File: src/rtl/ipv4p_pkg.sv
// ----------------------------------------------------------------------------
// IPv4 five-tuple parser package
// Shared widths, header offsets, protocol codes and the result record.
// ----------------------------------------------------------------------------
package ipv4p_pkg;

  // Width of the byte offset counter, which saturates at its all-ones value.
  localparam int LENGTH_BITS = 16;
  typedef logic [LENGTH_BITS-1:0] len_t;
  localparam len_t LENGTH_MAX = {LENGTH_BITS{1'b1}};

  // Frame layout
  localparam int ETH_HDR_BYTES = 14;
  localparam int IP_MIN_BYTES  = 20;
  localparam int TCP_HDR_BYTES = 20;
  localparam int UDP_HDR_BYTES = 8;
  localparam int OFS_TYPE_HI   = 12;
  localparam int OFS_TYPE_LO   = 13;
  localparam int OFS_IHL       = 14;
  localparam int OFS_PORT_MIN  = 15;
  localparam int OFS_PROTO     = 23;
  localparam int OFS_SRC_FIRST = 26;
  localparam int OFS_SRC_LAST  = 29;
  localparam int OFS_DST_FIRST = 30;
  localparam int OFS_DST_LAST  = 33;

  localparam logic [7:0] ETYPE_IPV4_HI = 8'h08;
  localparam logic [7:0] ETYPE_IPV4_LO = 8'h00;
  localparam logic [7:0] TCP_PROTO_NUM = 8'd6;
  localparam logic [7:0] UDP_PROTO_NUM = 8'd17;

  // Reported transport kind
  localparam logic [1:0] KIND_NONE = 2'd0;
  localparam logic [1:0] KIND_TCP  = 2'd1;
  localparam logic [1:0] KIND_UDP  = 2'd2;

  typedef struct packed {
    logic        packet_ok;
    logic [1:0]  protocol_kind;
    logic [31:0] source_address;
    logic [31:0] dest_address;
    logic [15:0] source_port;
    logic [15:0] dest_port;
    logic [15:0] frame_length;
  } result_t;

endpackage

File: src/rtl/ipv4_five_tuple_header_parser_unit.sv
// ----------------------------------------------------------------------------
// IPv4 five-tuple header parser
// Parses Ethernet/IPv4/TCP-UDP headers from a byte stream and reports
// addresses, ports, protocol and frame length once per frame.
//
//   channel | direction | handshake              | payload
//   --------+-----------+------------------------+-----------------------------
//   in      | input     | in_valid_i/in_stall_o   | data_byte_i, last_byte_i
//   out     | output    | out_valid_o/out_stall_i | packet_ok_o .. frame_length_o
//
// One beat per cycle unless a last byte is held: a byte passes an input
// register, then the capture logic and, for a last byte, the result
// register. Reset clears all frame state and both valid flags. A held
// result stalls a last byte waiting behind it and the input behind that
// byte; other bytes keep flowing.
// ----------------------------------------------------------------------------
module ipv4_five_tuple_header_parser_unit
  import ipv4p_pkg::*;
(
  input  logic        clk_i,
  input  logic        rst_ni,
  input  logic        in_valid_i,
  output logic        in_stall_o,
  input  logic [7:0]  data_byte_i,
  input  logic        last_byte_i,
  output logic        out_valid_o,
  input  logic        out_stall_i,
  output logic        packet_ok_o,
  output logic [1:0]  protocol_kind_o,
  output logic [31:0] source_address_o,
  output logic [31:0] dest_address_o,
  output logic [15:0] source_port_o,
  output logic [15:0] dest_port_o,
  output logic [15:0] frame_length_o
);

  logic       s1_valid_q, s1_valid_d;
  logic [7:0] s1_byte_q;
  logic       s1_last_q;
  logic       s1_advance;
  logic       in_accept;
  logic       s1_beat;
  result_t    cap_result;
  result_t    out_result;

  // A non-last byte never waits; a last byte waits for room in the result register
  assign s1_advance = s1_valid_q && (!s1_last_q || !out_valid_o || !out_stall_i);
  assign in_stall_o = s1_valid_q && !s1_advance;
  assign in_accept  = in_valid_i && !in_stall_o;
  assign s1_beat    = s1_advance;

  always_comb begin
    s1_valid_d = s1_valid_q;
    if (in_accept) begin
      s1_valid_d = 1'b1;
    end else if (s1_advance) begin
      s1_valid_d = 1'b0;
    end
  end

  always_ff @(posedge clk_i or negedge rst_ni) begin
    if (!rst_ni) begin
      s1_valid_q <= 1'b0;
    end else begin
      s1_valid_q <= s1_valid_d;
    end
  end

  always_ff @(posedge clk_i) begin
    if (in_accept) begin
      s1_byte_q <= data_byte_i;
      s1_last_q <= last_byte_i;
    end
  end

  ipv4p_hdr_capture u_capture (
    .clk_i       (clk_i),
    .rst_ni      (rst_ni),
    .beat_i      (s1_beat),
    .data_byte_i (s1_byte_q),
    .last_byte_i (s1_last_q),
    .result_o    (cap_result)
  );

  ipv4p_result_reg u_result (
    .clk_i       (clk_i),
    .rst_ni      (rst_ni),
    .load_i      (s1_beat && s1_last_q),
    .result_i    (cap_result),
    .out_stall_i (out_stall_i),
    .out_valid_o (out_valid_o),
    .result_o    (out_result)
  );

  assign packet_ok_o      = out_result.packet_ok;
  assign protocol_kind_o  = out_result.protocol_kind;
  assign source_address_o = out_result.source_address;
  assign dest_address_o   = out_result.dest_address;
  assign source_port_o    = out_result.source_port;
  assign dest_port_o      = out_result.dest_port;
  assign frame_length_o   = out_result.frame_length;

  a_ok_has_kind : assert property (@(posedge clk_i) disable iff (!rst_ni)
    out_valid_o && packet_ok_o |-> protocol_kind_o != KIND_NONE)
    else $error("accepted frame reported without a transport kind");

  a_reject_zeroed : assert property (@(posedge clk_i) disable iff (!rst_ni)
    out_valid_o && !packet_ok_o |-> protocol_kind_o == KIND_NONE
      && source_address_o == '0 && dest_address_o == '0
      && source_port_o == '0 && dest_port_o == '0)
    else $error("rejected frame carries non-zero header fields");

  a_stall_cause : assert property (@(posedge clk_i) disable iff (!rst_ni)
    in_stall_o |-> s1_valid_q && s1_last_q && out_valid_o && out_stall_i)
    else $error("input stalled without a blocked last byte");

  a_length_nonzero : assert property (@(posedge clk_i) disable iff (!rst_ni)
    out_valid_o |-> frame_length_o != '0)
    else $error("result reports an empty frame");

endmodule

File: src/rtl/ipv4p_hdr_capture.sv
// ----------------------------------------------------------------------------
// IPv4 parser header capture
// Byte offset counter, header field capture and the frame verdict, all
// updated by one beat per cycle. Frame state clears after the last beat.
// ----------------------------------------------------------------------------
module ipv4p_hdr_capture
  import ipv4p_pkg::*;
(
  input  logic       clk_i,
  input  logic       rst_ni,
  input  logic       beat_i,
  input  logic [7:0] data_byte_i,
  input  logic       last_byte_i,
  output result_t    result_o
);

  len_t        offset_q, offset_d;
  logic [7:0]  type_high_q, type_high_d;
  logic        etype_good_q, etype_good_d;
  logic [3:0]  ihl_q, ihl_d;
  logic [7:0]  proto_q, proto_d;
  logic [31:0] src_addr_q, src_addr_d;
  logic [31:0] dst_addr_q, dst_addr_d;
  logic [15:0] sport_q, sport_d;
  logic [15:0] dport_q, dport_d;

  len_t        tpos;
  len_t        tcur;
  logic [5:0]  ip_len;
  logic        hdr_good;
  logic        tcp_ok;
  logic        udp_ok;
  logic [31:0] len_wide;

  always_comb begin
    offset_d     = (offset_q == LENGTH_MAX) ? LENGTH_MAX : offset_q + len_t'(1);
    type_high_d  = type_high_q;
    etype_good_d = etype_good_q;
    ihl_d        = ihl_q;
    proto_d      = proto_q;
    src_addr_d   = src_addr_q;
    dst_addr_d   = dst_addr_q;
    sport_d      = sport_q;
    dport_d      = dport_q;

    // Transport offset from the stored IHL; stable once past the IHL byte
    tpos = len_t'(ETH_HDR_BYTES) + len_t'({ihl_q, 2'b00});

    if (offset_q == len_t'(OFS_TYPE_HI)) begin
      type_high_d = data_byte_i;
    end
    if (offset_q == len_t'(OFS_TYPE_LO)) begin
      etype_good_d = (type_high_q == ETYPE_IPV4_HI) && (data_byte_i == ETYPE_IPV4_LO);
    end
    if (offset_q == len_t'(OFS_IHL)) begin
      ihl_d = data_byte_i[3:0];
    end
    if (offset_q == len_t'(OFS_PROTO)) begin
      proto_d = data_byte_i;
    end
    if (offset_q >= len_t'(OFS_SRC_FIRST) && offset_q <= len_t'(OFS_SRC_LAST)) begin
      src_addr_d = {src_addr_q[23:0], data_byte_i};
    end
    if (offset_q >= len_t'(OFS_DST_FIRST) && offset_q <= len_t'(OFS_DST_LAST)) begin
      dst_addr_d = {dst_addr_q[23:0], data_byte_i};
    end
    if (offset_q >= len_t'(OFS_PORT_MIN)) begin
      if (offset_q == tpos || offset_q == tpos + len_t'(1)) begin
        sport_d = {sport_q[7:0], data_byte_i};
      end
      if (offset_q == tpos + len_t'(2) || offset_q == tpos + len_t'(3)) begin
        dport_d = {dport_q[7:0], data_byte_i};
      end
    end
  end

  // Verdict on the state as it stands after this beat
  always_comb begin
    ip_len   = {ihl_d, 2'b00};
    tcur     = len_t'(ETH_HDR_BYTES) + len_t'(ip_len);
    hdr_good = etype_good_d
               && (offset_d >= len_t'(ETH_HDR_BYTES + IP_MIN_BYTES))
               && (ip_len >= 6'(IP_MIN_BYTES))
               && (offset_d >= tcur);
    tcp_ok   = hdr_good && (proto_d == TCP_PROTO_NUM)
               && (offset_d >= tcur + len_t'(TCP_HDR_BYTES));
    udp_ok   = hdr_good && (proto_d == UDP_PROTO_NUM)
               && (offset_d >= tcur + len_t'(UDP_HDR_BYTES));
    len_wide = 32'(offset_d);

    result_o                = '0;
    result_o.packet_ok      = tcp_ok || udp_ok;
    result_o.protocol_kind  = tcp_ok ? KIND_TCP : (udp_ok ? KIND_UDP : KIND_NONE);
    result_o.frame_length   = len_wide[15:0];
    if (tcp_ok || udp_ok) begin
      result_o.source_address = src_addr_d;
      result_o.dest_address   = dst_addr_d;
      result_o.source_port    = sport_d;
      result_o.dest_port      = dport_d;
    end
  end

  always_ff @(posedge clk_i or negedge rst_ni) begin
    if (!rst_ni) begin
      offset_q     <= '0;
      type_high_q  <= '0;
      etype_good_q <= 1'b0;
      ihl_q        <= '0;
      proto_q      <= '0;
      src_addr_q   <= '0;
      dst_addr_q   <= '0;
      sport_q      <= '0;
      dport_q      <= '0;
    end else if (beat_i) begin
      if (last_byte_i) begin
        // drop frame state, ready for the next frame
        offset_q     <= '0;
        type_high_q  <= '0;
        etype_good_q <= 1'b0;
        ihl_q        <= '0;
        proto_q      <= '0;
        src_addr_q   <= '0;
        dst_addr_q   <= '0;
        sport_q      <= '0;
        dport_q      <= '0;
      end else begin
        offset_q     <= offset_d;
        type_high_q  <= type_high_d;
        etype_good_q <= etype_good_d;
        ihl_q        <= ihl_d;
        proto_q      <= proto_d;
        src_addr_q   <= src_addr_d;
        dst_addr_q   <= dst_addr_d;
        sport_q      <= sport_d;
        dport_q      <= dport_d;
      end
    end
  end

endmodule

File: src/rtl/ipv4p_result_reg.sv
// ----------------------------------------------------------------------------
// IPv4 parser result register
// Holds one finished result until the downstream side takes it.
// ----------------------------------------------------------------------------
module ipv4p_result_reg
  import ipv4p_pkg::*;
(
  input  logic    clk_i,
  input  logic    rst_ni,
  input  logic    load_i,
  input  result_t result_i,
  input  logic    out_stall_i,
  output logic    out_valid_o,
  output result_t result_o
);

  logic    valid_q, valid_d;
  result_t result_q;

  always_comb begin
    valid_d = valid_q;
    if (load_i) begin
      valid_d = 1'b1;
    end else if (!out_stall_i) begin
      valid_d = 1'b0;
    end
  end

  always_ff @(posedge clk_i or negedge rst_ni) begin
    if (!rst_ni) begin
      valid_q <= 1'b0;
    end else begin
      valid_q <= valid_d;
    end
  end

  always_ff @(posedge clk_i) begin
    if (load_i) begin
      result_q <= result_i;
    end
  end

  assign out_valid_o = valid_q;
  assign result_o    = result_q;

endmodule

File: config.mk
export PLATFORM = sky130hd
export DESIGN_NAME = ipv4_five_tuple_header_parser_unit
export DESIGN_NICKNAME = d
export VERILOG_FILES = /design/src/rtl/ipv4p_pkg.sv /design/src/rtl/ipv4_five_tuple_header_parser_unit.sv /design/src/rtl/ipv4p_hdr_capture.sv /design/src/rtl/ipv4p_result_reg.sv
export SDC_FILE = /design/constraint.sdc
export NUM_CORES = 1
export LEC_CHECK = 0
export BUFFER_PORTS_ARGS = -buffer_cell sky130_fd_sc_hd__buf_2
export CAP_MARGIN = 30
export CORE_AREA = 2 2 162 195
export CTS_CLUSTER_DIAMETER = 150
export DETAILED_ROUTE_END_ITERATION = 10
export DIE_AREA = 0 0 164 197
export PLACE_DENSITY_LB_ADDON = 0.2
export RECOVER_POWER = 100
export SKIP_LAST_GASP = 1
export SYNTH_ARGS = -nofsm -noshare
export SYNTH_HDL_FRONTEND = slang
export SYNTH_HIERARCHICAL = 1
export SYNTH_SLANG_ARGS = --single-unit
File: constraint.sdc
create_clock -name clk_i -period 8.2 [get_ports clk_i]
set_input_delay 0.82 -clock clk_i [delete_from_list [all_inputs] [get_ports clk_i]]
set_output_delay 0.82 -clock clk_i [all_outputs]
set_load 0.005 [all_outputs]
After elaboration in Yosys (flattened, before gate mapping)
Index checks and enable logic that the tools add are counted.
- output and inout port bits: 117
- register bits after elaboration: 259
- reductions and logical operators: 28
- $lt $le $gt $ge: 10
- eq/ne operators: 13
- $add $sub $neg: 8
- multiplexer cells: 25
- operators by type and width (kind ; count):
    $mux 16 ; 8
    $mux 32 ; 4
    $eq 16x16->1 ; 4
    $eq 16x4->1 const B ; 3
    $ge 16x16->1 ; 3
    $add 16x1->16 const B ; 2
    $add 16x2->16 const B ; 2
    $ge 16x5->1 const B ; 2
    $mux 8 ; 4
    $add 16x4->16 const B ; 1
    $add 16x5->16 const B ; 1
    $eq 16x16->1 const B ; 1
    $eq 16x5->1 const B ; 1
    $ge 16x4->1 const B ; 1
    $ge 16x6->1 const B ; 1
    $le 16x5->1 const B ; 1
    $le 16x6->1 const B ; 1
    $add 4x6->7 const A ; 2
    $logic_and 1x1->1 ; 14
    $eq 8x3->1 const B ; 1
    $eq 8x4->1 const B ; 1
    $eq 8x5->1 const B ; 1
    $logic_not 8->1 ; 1
    $mux 4 ; 2
    other kinds (8) ; 22

Depth between registers and ports, before layout
Gate-level depths: netlist of run 1.
- word-level depth: 9
- gate-level depth with buffers: 21
- depth with buffers taken out: 18

Cells and area by module
The synthesis of run 1 kept the hierarchy.
- by module, submodules not included (module ; seq. area each (um^2) ; area each (um^2) ; instances ; cells each):
    ipv4p_hdr_capture ; 3328.2 ; 8191.6 ; 1 ; 869
    ipv4p_result_reg ; 3478.3 ; 3485.8 ; 1 ; 117
    ipv4_five_tuple_header_parser_unit ; 295.3 ; 336.6 ; 1 ; 18

Worst setup path after synthesis of run 1
No wires, ideal clock.
- path type: input port to flip-flop
- start: input port out_stall_i
- end: register u_result.result_q (netlist bit u_result/result_o[0]) (enable)
- path buffers: 0
- setup slack: 1.153 ns
- arrival: 6.419 ns
- stages: 1
- cells stage by stage: a21oi_1
- cells in the longest elaborated chain, start to end: 4
- ends and longest elaborated chain (element ; line ; text):
    from (decl) ; ipv4_five_tuple_header_parser_unit.sv:27 ; input logic out_stall_i,
    $logic_not 1->1 ; - ;
    $logic_or 1x1->1 ; ipv4_five_tuple_header_parser_unit.sv:47 ; assign s1_advance = s1_valid_q && (!s1_last_q || !out_valid_o || !out_stall_i);
    $logic_and 1x1->1 ; ipv4_five_tuple_header_parser_unit.sv:47 ;
    $logic_and 1x1->1 ; ipv4_five_tuple_header_parser_unit.sv:88 ; .load_i (s1_beat && s1_last_q),
    to (signal assigned) ; ipv4p_result_reg.sv:39 ; result_q <= result_i;
    to (decl) ; ipv4p_result_reg.sv:18 ; result_t result_q;
No other way between the ends.
A chain may end at the register's enable or synchronous reset.

Worst setup path in the final report of run 1
- start: register s1_last_q
- end: register u_capture.dst_addr_q[27]
- cells in the longest elaborated chain, start to end: 4
- ends and longest elaborated chain (element ; line ; text):
    from (decl) ; ipv4_five_tuple_header_parser_unit.sv:39 ; logic s1_last_q;
    from (signal assigned) ; ipv4_five_tuple_header_parser_unit.sv:72 ; s1_last_q <= last_byte_i;
    $logic_not 1->1 ; ipv4_five_tuple_header_parser_unit.sv:47 ;
    $logic_or 1x1->1 (2 in series) ; ipv4_five_tuple_header_parser_unit.sv:47 ;
    $logic_and 1x1->1 ; ipv4_five_tuple_header_parser_unit.sv:47 ;
    via s1_advance ; ipv4_five_tuple_header_parser_unit.sv:40 ; logic s1_advance;
    to (signal assigned) ; ipv4p_hdr_capture.sv:133 ; dst_addr_q <= dst_addr_d;
    to (decl) ; ipv4p_hdr_capture.sv:23 ; logic [31:0] dst_addr_q, dst_addr_d;
The timed path passes the listed nets, and every way through them passes these cells.

==> impl_results.md, run 1 <==
* Gate Count Post-Synth at 1004
* Largest fanout on the critical path at 38
* Sw frac at 0.236
* CP endpoint kind: register
* Die Y at 197 um
* Floorplan core area at 30400 sq um
* Ys async rst share at 0.521
* Combinational Power Share at 0.056
* Hold Vio Cnt, Final at 0
* Number of global-route vias before repair at 8452
* Layout Utilization at 0.453
* Gp weighted congestion at 0.846
* Most used cell, CP: clkbuf_1
* Area Growth Syn to Fin at 14.5%
* Max cap viols at 8
* Post-CTS setup buffers at 0
* Drt drc at 0
* Status: finished, violations left
* Mux cell area share after synthesis at 0.0920
* Final nets at 1149
* Final Instance Area at 13800 sq um
* Drt total wl at 30500 um
* H-tree depth at 1
* Syn nets at 1045
* Clock Skew at 0.0191 ns
* Area share of and/or/nand/nor cells after synthesis at 0.123
* Max-slew violation count at 445
* Post-DP HPWL at 19700 um
* Required @ worst endpoint at 8.67 ns
* Antenna fix cells at 0
* Cell at the slowest stage of the critical path: nor3_1
* Synth cell types at 55
* Register area share after synthesis at 0.591
* Mapped Area at 12000 sq um
* Global-route wire length before repair at 48100 um
* Fin crit share at 0.793
* EDFF count, synth at 124
* Post-route minimum period at 6.51 ns
* Clock root cell: clkbuf_16
* First-pass DRT Iterations at 5
* I/O Buffers at 129
* RSZ-0062 raised after global routing: no
* Critical Path AT at 6.97 ns
* CP peak stage delay at 2.30 ns
* Post-Synth Adder-Cell Area at 0.0292
* CTS tree: built
* Clk slew on worst S/H paths at 0.06 ns
* CP Launch Type: register
* Inst Count DP at 1474
* P_sw at 0.640 mW
* Placed instance area at 13100 sq um
* Clock Latency Late Sink at 0.54 ns
* Seq pwr share at 0.530
* Failing checks: max-capacitance violations, max-slew violations
* Final setup vio count at 0
* Tot GR Track Use at 0.187
* Worst path bufs/invs at 2
* Clock share of power at 0.413
* Worst rel slew slack at -1.25
* Setup TNS at 0 ns
* Total CTS buffers at 27
* Sequential Area at 7100 sq um
* Avg WL per Cell at 20.0 um
* Largest family of logic cells by synthesized area: simple AND/OR/NAND/NOR gates
* Seq cells post-synth at 259
* IO Pins at 130
* Ys flop type: dfrtp_1
* Pint at 2.07 mW
* Cts repair resizes at 0
* CP Cell Sequence: clkbuf_1 -> a31oi_4 -> clkbuf_1 -> nand2b_1 -> nor3_1 -> a22o_1
* CTS Buffer Depth at 3
* Detail Route Antenna Nets at 0
* Initial Utilization at 0.395
* Fillers at 2887
* Min-Delay Path Class: input pin to register
* DIE AREA at 32300 sq um
* Final cell count without fillers at 1525
* 1st-iter DRT viols at 535
* Average size of a mapped cell at 12.0 sq um
* Delay-heaviest family, CP: simple AND/OR/NAND/NOR gates
* Area of the multi-input gates at 4560 sq um
* Worst Max-Slew Pin Slew at 3.38 ns
* Via density at 5.50
* Largest net degree at the start of global routing at 98
* Max Freq at 154 MHz
* Rows at 70
* Maximum vdd drop at 0.141 mV
* Complex-gate fraction of the synthesized area at 0.116
* Worst Setup Path Type: register to register
* Count of hold-fix buffers inserted at cts at 0
* Global route overflow at 0
* Post-Synth XOR/XNOR Area at 0.0131
* Synth Warn # at 6
* Initial antenna violation count at 0
* Pwr/cell area at 197 nW/um^2
* Leak at 5.17 nW
* Sink Count at 259
* DIE WIDTH at 164 um
* Layout cell share with drive strength beyond 1 at 0.122
* Via Count at 8393
[worst reg2reg max path, stage by stage, from the launching register on]
cell and delay [ns]:
edfxtp_1 0.36, clkbuf_1 0.60, a31oi_4 0.34, clkbuf_1 1.47, nand2b_1 1.03, nor3_1 2.30, a22o_1 0.34
[flip-flops by register name, summed over array words and instances (netlist names), 4 cells and up]
name	flops
u_capture/src_addr_q	32
s1_byte_q	8
u_capture/type_high_q	8
u_capture/offset_q	16
u_capture/dport_q	16
u_capture/ihl_q	4
u_capture/proto_q	8
u_capture/dst_addr_q	32
u_capture/sport_q	16
u_result/result_o	115
[final timing paths]
path | startpoint | endpoint | slack, ns | cells past startpoint
min reg2reg | u_capture/proto_q[6] | u_capture/proto_q[6] | 0.49 | 2
min | data_byte_i[4] | s1_byte_q[4] | 0.47 | 1
max | s1_last_q | u_capture/dst_addr_q[27] | 1.69 | 6
max in group asynchronous | rst_ni | u_capture/dst_addr_q[13] | 4.17 | 3
max reg2reg | s1_last_q | u_capture/dst_addr_q[27] | 1.69 | 6
min in group asynchronous | rst_ni | u_result/out_valid_o | 1.43 | 1
[cell usage after synthesis, drive strengths merged (2+ instances only)]
master | instances | area share
clkbuf | 50 | 0.016
nor4 | 16 | 0.012
a22o | 72 | 0.052
nor3 | 104 | 0.043
and4b | 2 | 0.0017
a41oi | 5 | 0.0036
nand4 | 14 | 0.0078
a31oi | 5 | 0.0026
buf | 22 | 0.010
or3 | 2 | 0.0010
and4 | 5 | 0.0036
dfrtp | 135 | 0.28
a21oi | 19 | 0.0079
nor2 | 31 | 0.0097
mux2i | 107 | 0.089
edfxtp | 124 | 0.31
a21o | 8 | 0.0050
xnor2 | 10 | 0.0073
nand2 | 65 | 0.020
and2 | 4 | 0.0021
nand2b | 15 | 0.0078
o21ai | 67 | 0.028
and3 | 4 | 0.0021
inv | 32 | 0.010
nand3 | 9 | 0.0037
nor4b | 2 | 0.0015
nor2b | 3 | 0.0016
mux2 | 3 | 0.0028
ha | 28 | 0.029
o21bai | 2 | 0.0012
o22ai | 13 | 0.0068
xor2 | 8 | 0.0058
or4bb | 2 | 0.0019
[layout by cell type, fill, tap and decap left out, drive strengths merged, types with 4 or more instances in the layout]
| master | instances |
|---|---|
| and2 | 4 |
| mux2i | 107 |
| clkinv | 7 |
| nand2 | 65 |
| inv | 34 |
| a21o | 8 |
| a21oi | 19 |
| nand4 | 14 |
| dfrtp | 135 |
| a31oi | 5 |
| a41oi | 5 |
| nand3 | 9 |
| xor2 | 8 |
| xnor2 | 10 |
| nor2 | 31 |
| and3 | 4 |
| o22ai | 13 |
| buf | 84 |
| nor4 | 16 |
| and4 | 5 |
| nor3 | 104 |
| ha | 28 |
| nand2b | 15 |
| clkbuf | 102 |
| a22o | 72 |
| o21ai | 67 |
| edfxtp | 124 |
[power groups by stage]
stage               combinational (mW)  clock (mW)  sequential, mW
detailed placement               0.161           0            1.46
floorplan                       0.0741           0            1.46
CTS                              0.162        1.15            1.43
finish                           0.153        1.12            1.44
global placement                 0.158           0            1.46
global route                     0.170        1.20            1.44
[metal layers]
layer  routed length, um  vias up  GRT usage  share of wire
met2               15300      204      0.323           0.50
met5                   0        -          0              0
met1               13100     4181      0.251           0.43
met3                1410       49     0.0244          0.046
met4                 710        0     0.0455          0.023
li1                    -     3959          -              -
[cell families (layout without fill, tap and decap cells)]
logic type	Yosys count	count (layout)
AOI/OAI and AO/OA	202	202
xor gates and xnor gates	18	18
adders and majority gates	28	28
buffers and inverters	104	229
DFF	259	259
muxes	110	110
and+or+nand+nor	283	283
[final cells by class]
type / count / share of cell area
clock inverter: 11 / 0.00418
tap: 396 / 0.0360
timing repair buffer: 147 / 0.0508
sequential: 259 / 0.516
inverter: 32 / 0.00873
clock buffer: 39 / 0.0531
multi-input combinational: 641 / 0.331
[per-stage QoR]
step	hold slack, ns	setup slack (ns)	power (mW)
finish	0.467	1.69	2.71
global route	0.444	1.20	2.81
CTS	0.412	2.70	2.74
detailed placement	0.477	2.72	1.62
global placement	0.467	2.90	1.62
floorplan	0.450	1.15	1.53
(Power assumes the default switching activity.)
==> run 2, diff against run 1 <==
==> constraint.sdc (replaced) <==
create_clock -name clk_i -period 5.4 [get_ports clk_i]
set_input_delay 0.54 -clock clk_i [delete_from_list [all_inputs] [get_ports clk_i]]
set_output_delay 0.54 -clock clk_i [all_outputs]
set_load 0.005 [all_outputs]
==> run 2 against run 1 <==
  * Critical endpoint is now u_result/result_o[44]
  * Hold slack got worse by 0.29 ns
  * Design area grew 1.8%
  * Worst setup slack worse by 1.3 ns
  * Clock-buffer cell count up 1
  * Routed wire length down 1.9%
  * Utilization grew 0.84 points
  * Non-clock buffer count rose by 9
  * The flow still finishes with violations (max-capacitance violations, max-slew violations)
==> impl_results.md, run 2 (synthesis gave the netlist of run 1 again) <==
* Status: finished, violations left
* Failing checks: max-capacitance violations, max-slew violations
* Gp weighted congestion at 0.852 (+0.79%)
* Antenna fix cells at 0 (unchanged)
* Layout cell share with drive strength beyond 1 at 0.132 (+0.0102)
* Final nets at 1159 (+0.87%)
* Sink Count at 259 (unchanged)
* Initial antenna violation count at 0 (unchanged)
* Largest net degree at the start of global routing at 79 (-19%)
* Clock Latency Late Sink at 0.53 ns (about the same)
* First-pass DRT Iterations at 5 (unchanged)
* Max-slew violation count at 240 (-46%)
* Cts repair resizes at 0 (unchanged)
* Die Y at 197 um (unchanged)
* Fillers at 2813 (-2.6%)
* DIE AREA at 32300 sq um (unchanged)
* Max reg flops at 115 (unchanged)
* CTS Buffer Depth at 3 (unchanged)
* Hold Slack at 0.182 ns (-0.285 ns)
* Leak at 5.31 nW (+2.7%)
* Via Count at 8370 (-0.27%)
* Avg WL per Cell at 19.5 um (-2.6%)
* IO Pins at 130 (unchanged)
* Final setup vio count at 0 (unchanged)
* Required @ worst endpoint at 5.66 ns (-3.01 ns)
* Worst rel slew slack at -1.22 (+0.0342)
* Global route overflow at 0 (unchanged)
* Post-CTS setup buffers at 0 (unchanged)
* Global-route wire length before repair at 47300 um (-1.7%)
* Count of hold-fix buffers inserted at cts at 0 (unchanged)
* Tot GR Track Use at 0.185 (-0.00280)
* Rows at 70 (unchanged)
* Worst Setup Path Type: register to register
* Pwr/cell area at 315 nW/um^2 (+60%)
* Critical Path AT at 5.23 ns (-1.74 ns)
* Total power at 4.42 mW (+63%)
* Clk slew on worst S/H paths at 0.06 ns (about the same)
* Total CTS buffers at 28 (+3.7%)
* Hold Vio Cnt, Final at 0 (unchanged)
* RSZ-0062 raised after global routing: no
* Commonest non-fill, non-tap cells in the layout: dfrtp_1 (135), edfxtp_1 (124), mux2i_1 (107)
* I/O Buffers at 129 (unchanged)
* 1st-iter DRT viols at 523 (-2.2%)
* Placed instance area at 13200 sq um (+0.64%)
* CP Launch Type: register
* Maximum vdd drop at 0.248 mV (+76%)
* Largest fanout on the critical path at 32 (-16%)
* Clock Skew at 0.00832 ns (-0.0108 ns)
* Initial Utilization at 0.395 (unchanged)
* H-tree depth at 1 (unchanged)
* Clock root cell: clkbuf_16
* Detail Route Antenna Nets at 0 (unchanged)
* Area Growth Syn to Fin at 16.7%
* CTS tree: built
* Final Instance Area at 14000 sq um (+1.8%)
* Via density at 5.45 (-0.99%)
* Post-DP HPWL at 20000 um (+1.4%)
* Post-route minimum period at 4.97 ns (-1.54 ns)
* Drt drc at 0 (unchanged)
* Max Freq at 201 MHz (+31%)
* Worst Max-Slew Pin Slew at 3.33 ns (-0.0513 ns)
* Setup TNS at 0 ns (unchanged)
* Drt total wl at 29900 um (-1.9%)
* Number of global-route vias before repair at 8387 (-0.77%)
* Fin crit share at 0.920 (+0.126)
* Floorplan core area at 30400 sq um (unchanged)
* Min-Delay Path Class: input pin to register
* DIE WIDTH at 164 um (unchanged)
* Max cap viols at 5 (-3)
* Most common cell after layout, fill and taps aside: dfrtp_1
* CP endpoint kind: register
## run 2: cell count changes in the layout (fill, tap and decap cells not counted), sizes merged
cell,delta
buf,+7
clkinv,+1
bufinv,+4
clkinvlp,-2
clkbuf,+3
inv,-2
## run 2: final timing paths
check,cells after the start,from,to,slack (ns)
setup / recovery,18,u_capture/offset_q[10],u_result/result_o[44],0.43
hold reg to reg,2,u_capture/proto_q[5],u_capture/proto_q[5],0.49
min in group asynchronous,1,rst_ni,u_result/out_valid_o,1.13
setup reg to reg,18,u_capture/offset_q[10],u_result/result_o[44],0.43
max in group asynchronous,2,rst_ni,u_capture/dst_addr_q[8],1.48
hold / removal,1,data_byte_i[3],s1_byte_q[3],0.18
## run 2: worst max-delay path, stage by stage (launching register included)
cell and delay (ns):
dfrtp_1 0.46, nor4_1 0.38, buf_4 0.19, and4b_1 0.25
nand2_1 0.22, mux2i_1 0.39, ha_1 0.31, xor2_1 0.11
ha_1 0.26, xor2_1 0.17, ha_1 0.34, a21o_1 0.17
a21o_1 0.17, a21oi_1 0.12, o21ai_0 0.15, and2_0 0.23
a221oi_4 0.25, buf_4 0.39, nor3_1 0.10
## run 2: cell type report
type | count | area, sq um | area share
inverter | 32 | 120 | 0.00857
tap | 396 | 495 | 0.0354
clock buffer | 40 | 818 | 0.0584
clock inverter | 12 | 159 | 0.0113
multi-input combinational | 641 | 4560 | 0.325
timing repair buffer | 156 | 763 | 0.0545
sequential | 259 | 7100 | 0.507
## run 2: per-layer routing
layer,up-vias,wire [um],global-route usage
met1,4153,13200,0.251
met2,193,14900,0.315
met3,41,1250,0.0223
met4,0,546,0.0458
met5,-,0,0
li1,3983,-,-
## run 2: per-stage QoR
| stage | setup slack (ns) | cells | utilization |
|---|---|---|---|
| final | 0.434 | 1536 | 0.461 |
| after global routing | 0.0995 | 1536 | 0.461 |
| after CTS | 0.522 | 1536 | 0.466 |
| after detailed placement | 0.540 | 1484 | 0.434 |
| after global placement | 0.600 | 1482 | 0.433 |
| after floorplan | 1.05 | 1004 | - |
## run 2: report_power, final
| part | internal, mW | total (mW) | leakage (nW) | switching (mW) |
|---|---|---|---|---|
| clock network | 1.24 | 2.01 | 0.478 | 0.766 |
| registers | 2.14 | 2.17 | 3.00 | 0.0371 |
| logic | 0.0679 | 0.236 | 1.83 | 0.168 |
==> run 3, diff against run 2 <==
--- a/config.mk
+++ b/config.mk
@@ -7,10 +7,11 @@
 export LEC_CHECK = 0
 export BUFFER_PORTS_ARGS = -buffer_cell sky130_fd_sc_hd__buf_2
 export CAP_MARGIN = 30
-export CORE_AREA = 2 2 162 195
+export CORE_AREA = 2 2 173 208
+export CTS_BUF_LIST = sky130_fd_sc_hd__clkbuf_8
 export CTS_CLUSTER_DIAMETER = 150
 export DETAILED_ROUTE_END_ITERATION = 10
-export DIE_AREA = 0 0 164 197
+export DIE_AREA = 0 0 175 210
 export PLACE_DENSITY_LB_ADDON = 0.2
 export RECOVER_POWER = 100
 export SKIP_LAST_GASP = 1
==> run 3 against run 2 <==
  * The flow still finishes with violations (max-capacitance violations, max-slew violations)
  * Routed wire length is 5.7% higher
  * Clock power is 19% lower
  * Final cell count is 6.5% higher
  * Utilization is 6.0 points lower
  * First-iteration DRC count is 8.0% higher
  * Via count is 2.6% higher
  * Hold slack worse by 0.030 ns
  * Worst setup slack better by 0.056 ns
  * Design area is 0.34% lower
  * Die area is 14% higher
  * Critical path type unchanged
  * Critical endpoint is now u_result/result_o[32]
==> impl_results.md, run 3 (synthesis gave the netlist of run 1 again) <==
* I/O Buffers at 129 (unchanged)
* Total CTS buffers at 44 (+57%)
* Required @ worst endpoint at 5.70 ns (+0.04 ns)
* Commonest non-fill, non-tap cells in the layout: dfrtp_1 (135), edfxtp_1 (124), mux2i_1 (107)
* Cell at the slowest stage of the critical path: dfrtp_1
* H-tree depth at 2 (+1)
* Status: finished, violations left
* Initial antenna violation count at 0 (unchanged)
* IO Pins at 130 (unchanged)
* Critical Path AT at 5.21 ns (-0.02 ns)
* Clock Latency Late Sink at 0.58 ns (+0.05 ns)
* Worst Setup Path Type: register to register
* Largest fanout on the critical path at 97 (+200%)
* Largest net degree at the start of global routing at 98 (+24%)
* Global route overflow at 0 (unchanged)
* Rows at 75 (+7.1%)
* DIE WIDTH at 175 um (+6.7%)
* CP Launch Type: register
* Inst Count DP at 1552 (+4.6%)
* First-pass DRT Iterations at 4 (-1)
* Area of the multi-input gates at 4550 sq um (-0.27%)
* Detail Route Antenna Nets at 0 (unchanged)
* Leak at 5.37 nW (+1.2%)
* Sequential Area at 7100 sq um (unchanged)
* Number of global-route vias before repair at 8617 (+2.7%)
* CP Launch Point: u_capture/offset_q[10]
* Reg2reg setup slack at 0.49 ns (+0.06 ns)
* Area Growth Syn to Fin at 16.3%
* 1st-iter DRT viols at 565 (+8.0%)
* Worst rel slew slack at -1.57 (-0.353)
* Max Freq at 204 MHz (+1.1%)
* Most used cell, CP: ha_1
* Max-slew violation count at 283 (+18%)
* Fillers at 3393 (+21%)
* Clock Skew at 0.0282 ns (+0.0199 ns)
* Worst Setup EP: u_result/result_o[32]
* Global-route wire length before repair at 49700 um (+5.1%)
* Clock root cell: clkbuf_8
* Post-route minimum period at 4.91 ns (-0.0560 ns)
* CP peak stage delay at 0.46 ns (about the same)
* Layout cell share with drive strength beyond 1 at 0.156 (+0.0234)
* Gp weighted congestion at 0.867 (+1.7%)
* Drt drc at 0 (unchanged)
* Clk slew on worst S/H paths at 0.06 ns (about the same)
* Fin crit share at 0.909 (-0.0104)
* Final nets at 1179 (+1.7%)
* Final cell count without fillers at 1636 (+6.5%)
* Drt total wl at 31600 um (+5.7%)
* Count of hold-fix buffers inserted at cts at 0 (unchanged)
* Sink Count at 259 (unchanged)
* Via density at 5.25 (-3.7%)
* Cells on worst reg2reg path at 17 (-1)
* Floorplan core area at 34800 sq um (+15%)
* Die Y at 210 um (+6.6%)
* Tot GR Track Use at 0.172 (-0.0130)
* Max cap viols at 5 (unchanged)
* Pwr/cell area at 289 nW/um^2 (-8.1%)
* Hold Vio Cnt, Final at 0 (unchanged)
* Reg2Reg Launch Point: u_capture/offset_q[10]
* Cts repair resizes at 0 (unchanged)
* CP endpoint kind: register
* Antenna fix cells at 0 (unchanged)
* DIE AREA at 36800 sq um (+14%)
* Setup TNS at 0 ns (unchanged)
* Worst Max-Slew Pin Slew at 3.86 ns (+0.529 ns)
* RSZ-0062 raised after global routing: no
* Max reg flops at 115 (unchanged)
* CTS tree: built
* Maximum vdd drop at 0.165 mV (-33%)
* Min-Delay Path Class: input pin to register
* CP Cell Sequence: nor4_2 -> and4b_1 -> nand2_1 -> mux2i_1 -> ha_1 -> xor2_1 -> ha_1 -> xor2_1 -> ha_1 -> a21o_1 -> a21o_1 -> a21oi_1 -> o21ai_0 -> and2_0 -> a221oi_4 -> buf_12 -> nor3_1
* Via Count at 8588 (+2.6%)
* Initial Utilization at 0.345 (-0.0502)
* Final setup vio count at 0 (unchanged)
* Post-DP HPWL at 20600 um (+3.0%)
* Failing checks: max-capacitance violations, max-slew violations
* Avg WL per Cell at 19.3 um (-0.77%)
* CTS Buffer Depth at 3 (unchanged)
* Worst hold path startpoint: data_byte_i[1]
* Post-CTS setup buffers at 0 (unchanged)
* Reg-to-reg endpoint: u_result/result_o[32]
* Most common cell after layout, fill and taps aside: dfrtp_1
run 3: cell types whose count changed in the layout (fill, tap and decap cells not counted), moves of 5 or more:
| cell | change |
|---|---|
| buf_2 | +11 |
| buf_4 | +5 |
| clkbuf_1 | -19 |
| clkbuf_16 | -30 |
| clkbuf_8 | +45 |
| inv_1 | +20 |
run 3: area by class of cell:
cell class,instances,share of cell area
timing repair buffer,160,0.0580
clock inverter,34,0.0108
sequential,259,0.508
clock buffer,48,0.0473
inverter,32,0.00860
multi-input combinational,641,0.325
tap,462,0.0414
run 3: routing by layer:
metal,wire length [um],track usage,vias to the layer above
met3,1420,0.0294,58
met2,15800,0.288,220
met1,13600,0.226,4282
met5,0,0,-
li1,-,-,4028
met4,788,0.0549,0
run 3: per-stage QoR:
stage	hold slack [ns]	power (mW)	util	setup WS [ns]	area, sq um
floorplan	0.244	2.32	-	1.05	12000
global placement	0.467	2.47	0.381	0.656	13300
detailed placement	0.476	2.47	0.382	0.514	13300
CTS	0.0995	4.12	0.405	0.502	14100
global route	0.130	4.23	0.401	0.0808	14000
finish	0.152	4.04	0.401	0.490	14000
run 3: worst min path at each step:
stage | slack (ns) | endpoint | cells after the start
finish | 0.15 | s1_byte_q[1] | 1
detailed placement | 0.48 | u_capture/proto_q[5] | 2
global placement | 0.47 | u_capture/proto_q[5] | 2
CTS | 0.1 | u_capture/offset_q[11] | 1
floorplan | 0.24 | s1_valid_q | 0
global route | 0.13 | s1_byte_q[7] | 1
run 3: critical path, delay by kind of cell, from the launching register on:
family,cells,cell delay (ns)
flops,1,0.46
mux,1,0.39
fa+ha+maj,3,0.90
simple gates,5,1.27
buf+inv,1,0.35
xor+xnor,2,0.29
compound gates,5,0.84
run 3: power breakdown:
group          internal [mW]  switching (mW)
Combinational         0.0723           0.183
Clock                  0.825           0.796
Sequential              2.14          0.0314
